`src/hw/rtl/efr_pkg.sv`:
```
// Package with the shared types and constants of the escaped frame receiver.
`default_nettype none
package efr_pkg;

  // Size of the frame buffer in bytes; the store position wraps at this count.
  localparam int BUFFER_BYTES = 64;

  // Width of the store position and of the stored byte count.
  localparam int POS_W = $clog2(BUFFER_BYTES);
  localparam int CNT_W = POS_W + 1;

  // Special line bytes.
  localparam logic [7:0] MARK_BYTE  = 8'hAA;
  localparam logic [7:0] START_BYTE = 8'hBB;

  // One result transaction as held in the output stages.
  typedef struct packed {
    logic       byte_kept;
    logic [5:0] kept_position;
    logic [7:0] kept_value;
    logic       frame_start;
    logic       frame_end;
    logic       check_good;
    logic [7:0] frame_length;
    logic [7:0] frame_command;
    logic       overflow;
  } result_t;

endpackage
`default_nettype wire

```
`src/hw/rtl/escaped_frame_receiver_core.sv`:
```
// Top level of the escaped frame receiver: byte deframer with a skid output stage.
//
// Usage:
//   The input channel (in_valid, in_stall, rx_byte) takes one received serial
//   byte per transaction. The output channel (out_valid, out_stall and the
//   result fields) returns exactly one result transaction per input byte, in
//   order. Each result says whether the byte was stored in the frame, where,
//   and whether it started or ended a frame, with the checksum verdict and the
//   held length and command bytes.
//   A byte accepted at a clock edge has its result registered into the output
//   stage at that edge, or into the skid stage while the output is held.
//   Throughput is one byte per cycle while in_stall is low; the whole state
//   update is a single registered step on the escape flag, position, length, command and XOR.
//   When the receiver stalls, a second result stage takes one more byte, so
//   one byte is still accepted after the stall begins; in_stall rises only
//   while both result stages are full, and falls once the output drains.
//   Reset (rst, synchronous, active high) empties both result stages and
//   clears the escape flag, position, held length, held command and running
//   XOR to zero.
`default_nettype none
module escaped_frame_receiver_core
  import efr_pkg::*;
(
  input  wire logic       clk,
  input  wire logic       rst,
  input  wire logic       in_valid,
  output      logic       in_stall,
  input  wire logic [7:0] rx_byte,
  output      logic       out_valid,
  input  wire logic       out_stall,
  output      logic       byte_kept,
  output      logic [5:0] kept_position,
  output      logic [7:0] kept_value,
  output      logic       frame_start,
  output      logic       frame_end,
  output      logic       check_good,
  output      logic [7:0] frame_length,
  output      logic [7:0] frame_command,
  output      logic       overflow
);

  // Deframer state.
  logic             escape_pending, escape_pending_next;
  logic [POS_W-1:0] position, position_next;
  logic [7:0]       length_held, length_held_next;
  logic [7:0]       command_held, command_held_next;
  logic [7:0]       running_xor, running_xor_next;

  // Output stage and skid stage.
  logic    out_full, skid_full;
  result_t out_res, skid_res;
  result_t res_next;

  logic in_take, out_take;
  logic [CNT_W-1:0] count;

  assign in_stall = skid_full;
  assign in_take  = in_valid && !skid_full;
  assign out_take = out_full && !out_stall;

  // Next state and result for the byte at the input.
  always_comb begin
    escape_pending_next = escape_pending;
    position_next       = position;
    length_held_next    = length_held;
    command_held_next   = command_held;
    running_xor_next    = running_xor;
    count               = '0;
    res_next            = '0;

    if (escape_pending) begin
      // Byte after a mark: a start byte opens a frame, anything else is dropped.
      escape_pending_next = 1'b0;
      if (rx_byte == START_BYTE) begin
        position_next        = '0;
        res_next.frame_start = 1'b1;
      end
    end else begin
      if (rx_byte == MARK_BYTE) begin
        escape_pending_next = 1'b1;
      end
      res_next.byte_kept     = 1'b1;
      res_next.kept_position = 6'(position);
      res_next.kept_value    = rx_byte;
      if (position == '0) begin
        length_held_next = rx_byte;
        running_xor_next = rx_byte;
      end else begin
        if (position == POS_W'(1)) begin
          command_held_next = rx_byte;
        end
        running_xor_next = running_xor ^ rx_byte;
      end
      count = CNT_W'(position) + CNT_W'(1);
      // The frame ends once length plus one bytes are stored.
      if (9'(count) > {1'b0, length_held_next}) begin
        res_next.frame_end   = 1'b1;
        res_next.check_good  = (running_xor_next == 8'h00);
        count                = '0;
        escape_pending_next  = 1'b0;
      end
      // Wrap at the buffer size.
      if (count >= CNT_W'(BUFFER_BYTES)) begin
        res_next.overflow   = 1'b1;
        count               = '0;
        escape_pending_next = 1'b0;
      end
      position_next = count[POS_W-1:0];
    end
    res_next.frame_length  = length_held_next;
    res_next.frame_command = command_held_next;
  end

  // State registers, updated on each accepted byte.
  always_ff @(posedge clk) begin
    if (rst) begin
      escape_pending <= 1'b0;
      position       <= '0;
      length_held    <= '0;
      command_held   <= '0;
      running_xor    <= '0;
    end else if (in_take) begin
      escape_pending <= escape_pending_next;
      position       <= position_next;
      length_held    <= length_held_next;
      command_held   <= command_held_next;
      running_xor    <= running_xor_next;
    end
  end

  // Result stages: the skid stage catches a result while the output is held.
  always_ff @(posedge clk) begin
    if (rst) begin
      out_full  <= 1'b0;
      skid_full <= 1'b0;
    end else begin
      if (skid_full) begin
        if (out_take) begin
          out_res   <= skid_res;
          skid_full <= 1'b0;
        end
      end else if (in_take) begin
        if (out_full && !out_take) begin
          skid_res  <= res_next;
          skid_full <= 1'b1;
        end else begin
          out_res  <= res_next;
          out_full <= 1'b1;
        end
      end else if (out_take) begin
        out_full <= 1'b0;
      end
    end
  end

  // Output ports.
  assign out_valid     = out_full;
  assign byte_kept     = out_res.byte_kept;
  assign kept_position = out_res.kept_position;
  assign kept_value    = out_res.kept_value;
  assign frame_start   = out_res.frame_start;
  assign frame_end     = out_res.frame_end;
  assign check_good    = out_res.check_good;
  assign frame_length  = out_res.frame_length;
  assign frame_command = out_res.frame_command;
  assign overflow      = out_res.overflow;

endmodule
`default_nettype wire

```
`config.mk`:
```
export PLATFORM = sky130hd
export DESIGN_NAME = escaped_frame_receiver_core
export DESIGN_NICKNAME = d
export VERILOG_FILES = /design/src/hw/rtl/efr_pkg.sv /design/src/hw/rtl/escaped_frame_receiver_core.sv
export SDC_FILE = /design/constraint.sdc
export NUM_CORES = 1
export LEC_CHECK = 0
export ABC_AREA = 0
export BUFFER_PORTS_ARGS = -buffer_cell sky130_fd_sc_hd__buf_4
export CORE_MARGIN = 2
export CORE_UTILIZATION = 63
export CTS_CLUSTER_DIAMETER = 80
export CTS_CLUSTER_SIZE = 8
export DETAILED_ROUTE_END_ITERATION = 7
export PLACE_DENSITY = 0.84
export SKIP_LAST_GASP = 1
export SYNTH_ARGS = -nofsm -noshare
export SYNTH_HDL_FRONTEND = slang
export SYNTH_SLANG_ARGS = --single-unit
```
`constraint.sdc`:
```
create_clock -name clk -period 10.9 [get_ports clk]
set_input_delay 0.545 -clock clk [delete_from_list [all_inputs] [get_ports clk]]
set_output_delay 0.545 -clock clk [all_outputs]
set_load 0.01 [all_outputs]
```
* After elaboration in Yosys (flattened, before gate mapping)
Index checks and enable logic that the tools add are counted.
** Operators by class
- Add/sub/neg operators :: 1
- Equality and inequality tests :: 7
- Bitwise operators :: 4
- Magnitude comparators :: 2
- Shift operators :: 0
- Reduce and logical (&&, ||, !) cells :: 15
- Mux-type cells :: 35
- Divide/modulo/power cells :: 0
- $mul :: 0
** Operators by type and width (number)
- $mux 35 :: 4
- $mux 8 :: 8
- $mux 6 :: 3
- $eq 8x8->1 const B :: 2
- $mux 1 :: 15
- $mux 15 :: 1
- $mux 7 :: 2
- $gt 7x8->1 :: 1
- $logic_not 8->1 :: 1
- $reduce_and 4->1 :: 2
- $xor 8x8->8 :: 1
- $add 6x1->7 const B :: 1
- $ge 7x7->1 const B :: 1
- $eq 6x1->1 const B :: 1
- $logic_not 6->1 :: 1
- $mux 2 :: 2
- $ne 2x1->1 const B :: 2
- $ne 2x2->1 const B :: 2
- $reduce_and 2->1 :: 2
- $reduce_bool 2->1 :: 2
- $logic_and 1x1->1 :: 3
- $logic_not 1->1 :: 3
- $not 1->1 :: 3
- $reduce_and 3->1 :: 1
** Word-level totals
- Register bits after elaboration :: 103
- Memories :: 0
- Bits in latches :: 0
- Output and inout bits :: 37
- Bits in read-only memories :: 0
- Memory bits (writable) :: 0

* Longest topological paths before layout
- Depth in word-level cells :: 12
- Gate-level depth with buffers :: 12
- Mapped depth without buffers :: 10

* Least setup slack after synthesis
OpenSTA, ideal clock, no wires.
- Path type :: register to register
- Start :: reg skid_full (netlist: in_stall)
- End :: reg out_res (netlist bit byte_kept) (enable)
- Arrival :: 3.792 ns
- Setup slack :: 6.623 ns
- Cell stages (with the launch flop) :: 5
- Library setup time :: 0.485 ns
- Period minus slack after synthesis :: 4.277 ns
- Path through :: dfxtp_1 -> clkbuf_1 -> buf_1 -> nand2_1 -> a221oi_1
** Between the ends
- Cells in the longest elaborated chain, start to end :: 4
** Ends and longest elaborated chain
- from (decl) :: line escaped_frame_receiver_core.sv:50 : logic out_full, skid_full;
- from (signal assigned) :: line escaped_frame_receiver_core.sv:135 : skid_full <= 1'b0;
- from (signal assigned) :: line escaped_frame_receiver_core.sv:140 : skid_full <= 1'b0;
- from (signal assigned) :: line escaped_frame_receiver_core.sv:145 : skid_full <= 1'b1;
- $logic_not 1->1 :: line escaped_frame_receiver_core.sv:58 : assign in_take = in_valid && !skid_full;
- $logic_and 1x1->1 :: line escaped_frame_receiver_core.sv:58
- $reduce_bool 2->1 (no source line)
- $reduce_and 4->1 (no source line) (*)
- to (signal assigned) :: line escaped_frame_receiver_core.sv:139 : out_res <= skid_res;
- to (signal assigned) :: line escaped_frame_receiver_core.sv:147 : out_res <= res_next;
- to (decl) :: line escaped_frame_receiver_core.sv:51 : result_t out_res, skid_res;
Mark *: on every way between the ends. The rest lies on a longest branch, timed or not.
A chain may end at the register's enable or synchronous reset.

* Final worst setup path
- Start :: reg position[3]
- End :: reg out_res (netlist bit check_good), data pin
** Between the ends
- Cells in the longest elaborated chain, start to end :: 9
** Ends and longest elaborated chain
- from (decl) :: line escaped_frame_receiver_core.sv:44 : logic [POS_W-1:0] position, position_next;
- from (signal assigned) :: line escaped_frame_receiver_core.sv:124 : position <= position_next;
- branches (longest 4 deep; another with $gt 7x8->1)
- $mux 2 (*) :: line escaped_frame_receiver_core.sv:96 : if (9'(count) > {1'b0, length_held_next}) begin
- $mux 2 (*) :: line escaped_frame_receiver_core.sv:71 : if (escape_pending) begin
- $mux 35 (*) :: line escaped_frame_receiver_core.sv:143 : if (out_full && !out_take) begin
- $mux 35 (*) :: line escaped_frame_receiver_core.sv:142 : end else if (in_take) begin
- $mux 35 (*) :: line escaped_frame_receiver_core.sv:137 : if (skid_full) begin
Mark *: on every way between the ends. The select of a mux whose other input is x is not followed.

==> qor.csv <==
metric,value,unit
Fin. Hold Viols,0,
total CTS buffers,9,
"EDFF count, synth",70,
Critical Path Start,position[3],
Antenna Cells,0,
Synth area leaders,"edfxtp_1 (43%), dfxtp_1 (14%), mux2_2 (9.3%)",
Slew Limit Headroom,21.3,%
Die Ht,91.8,um
Die Footprint,8430,um2
Mapped Nets,450,
"slowest stage delay, CP",0.72,ns
worst hold path type,flip-flop to flip-flop,
synth warn,0,
PwrDens,148,nW/um2
RSZ-0062 raised after global routing,no,
Worst setup EP type,flip-flop,
Yosys reg bits,103,
core area,7610,um2
hold buffers post-CTS,0,
Root Buffer,clkbuf_8,
setup slack after layout,6.72,ns
drt pass-1 iters,5,
Tmin final,4.18,ns
ANT nets after route,0,
Post-Route WL,9960,um
Setup CP Type,flip-flop to flip-flop,
Final TNS setup,0,ns
Final Net Count,483,
Critical Path End,check_good,
GR Overflow Total,0,
largest net degree at the start of global routing,48,
critical path's slowest cell,nor4_4,
R2R Path End,check_good,
Synth-to-Final Area Change,12.6,%
asr flop ratio synth,0,%
R2R Setup Slk,6.72,ns
Final Max Slew Viols,0,
clk slew on worst S/H paths,0.10,ns
initial core utilization,63.8,%
Synth area leader,edfxtp_1,
clk sink count,103,
fillers,546,
"most common cell after layout, fill and taps aside",edfxtp_1,
sequential element share of the synthesized area,56.9,%
via count,3421,
CP Max Fanout,20,
status,completed,
worst hold slack,0.500,ns
CP arrival,4.27,ns
post-CTS setup buffer count,0,
share of post-route cells with drive strength above 1,25.1,%
Starting DRT DRC Count,269,
Worst Path Required,10.99,ns
vias in the first global route,3210,
Worst Skew,0.0157,ns
Max Clk Rate,239,MHz
worst slew pin tran,1.18,ns
GPL Wtd Cong,0.884,
"Cell Area, Placed",5270,um2
Bufs on Longest Clock Path,2,
Worst R2R Start,position[3],
global-route wire length before repair,16000,um
fin crit share,38.3,%
DP Wirelength,6350,um
# setup viols final,0,
ys flop type,edfxtp_1,
IO buf count,48,
WL per Instance,17.5,um
Die W,91.8,um
share of the synthesized area in the top cell type,43.3,%
DRC,0,
CTS tree,done,
placed cell count,552,
syn_area_per_cell,11.3,um2
Worst path depth,9,
"commonest cells after routing, fill and taps aside","edfxtp_1 (70), nor2_1 (55), buf_4 (51)",
Worst-Skew Late Latency,0.38,ns
worst IR drop on VDD,0.0708,mV
synth unique cells,45,
reg2reg path depth,9,
post-route cell area,5470,um2
dpl ws,6.79,ns
max cap viols,0,
Via-to-Cell Ratio,6.02,
Mapped Cells,428,
Final Non-Filler Cells,568,
H-tree levels,3,
initial antenna violation count,0,
cell area after synthesis,4860,um2
crit start category,flip-flop,
Pleak,2.14,nW
row cnt,32,
crit-path leading delay family,simple AND/OR/NAND/NOR gates,
I/O pins,49,
GR Util All Layers,24.4,%
CTS resizes,0,
critical path cell sequence,nor4_4 -> and2_1 -> mux2i_1 -> ha_1 -> and3_1 -> a221o_1 -> a221oi_4 -> or2_4 -> o41ai_2,
Critical path buffers and inverters,0,
## sequential cells by signal (all words and copies together) (netlist names), 6 cells and up
register,flops
command_held,8
position,6
frame_length,8
kept_value,8
kept_position,6
length_held,8
frame_command,8
running_xor,8
skid_res,35
## area by class of cell
cell class,count,area (um2),share of cell area [%]
multi-input combinational,291,1970,36.1
clock inverter,5,48.8,0.892
inverter,5,18.8,0.343
sequential,103,2760,50.5
tap,102,128,2.33
clock buffer,11,153,2.79
timing repair buffer,51,383,7.00
## synthesized netlist by cell type (4+ instances only)
cell type and n:
edfxtp_1 70, nor2_1 55, mux2_2 40, dfxtp_1 33, nand2_1 28, a21oi_1 25, clkbuf_1 22, o21ai_0 19
nor2b_1 16, nor3_1 14, and3_1 13, ha_1 10, a211oi_1 6, mux2i_1 6, a31oi_1 5, inv_1 5
nand3_1 5, o211ai_1 5, nor4bb_1 4, o32ai_1 4, xnor2_1 4
## cells by family after synthesis
| kind of cell | count (synthesis) | synth area share, % |
|---|---|---|
| adder cells (fa/ha/maj) | 10 | 2.58 |
| XOR/XNOR | 5 | 0.902 |
| buffers and inverters | 34 | 2.96 |
| flip-flops | 103 | 56.9 |
| AO/OA/AOI/OAI | 79 | 10.7 |
| AND/OR/NAND/NOR | 151 | 15.5 |
| multiplexers | 46 | 10.5 |
## worst min-delay path by stage
| stage | start | end | slack, ns | cells past startpoint |
|---|---|---|---|---|
| floorplan | position[1] | position[1] | 0.46 | 2 |
| global placement | position[1] | position[1] | 0.48 | 2 |
| detailed placement | command_held[1] | command_held[1] | 0.49 | 2 |
| CTS | rx_byte[3] | running_xor[3] | 0.49 | 3 |
| global route | rx_byte[1] | running_xor[1] | 0.51 | 3 |
| finish | command_held[7] | command_held[7] | 0.50 | 2 |
## worst register-to-register path, stage by stage, from the launching register on
cell	delay [ns]
dfxtp_1	0.40
nor4_4	0.72
and2_1	0.71
mux2i_1	0.37
ha_1	0.30
and3_1	0.20
a221o_1	0.38
a221oi_4	0.50
or2_4	0.24
o41ai_2	0.07
## stage by stage
| step | total power [mW] | utilization [%] |
|---|---|---|
| after floorplan | 0.545 | - |
| after detailed placement | 0.580 | 69.2 |
| after CTS | 0.813 | 71.9 |
| after global routing | 0.844 | 71.9 |
| after global placement | 0.576 | 69.2 |
| final | 0.811 | 71.9 |
## layer usage
layer	routed length (um)	track usage, %	vias up
met5	0	0	-
met4	214	9.58	0
met3	489	3.45	19
met2	4780	40.0	110
met1	4480	33.3	1660
li1	-	-	1632
## where the power goes
part / leakage (nW) / internal, mW / total [mW] / switching (mW)
clock: 0.103 / 0.102 / 0.239 / 0.138
combinational: 1.11 / 0.0527 / 0.118 / 0.0653
sequential: 0.930 / 0.440 / 0.454 / 0.0143
total: 2.14 / 0.594 / 0.811 / 0.217
Power figures use the tool's default switching activity.
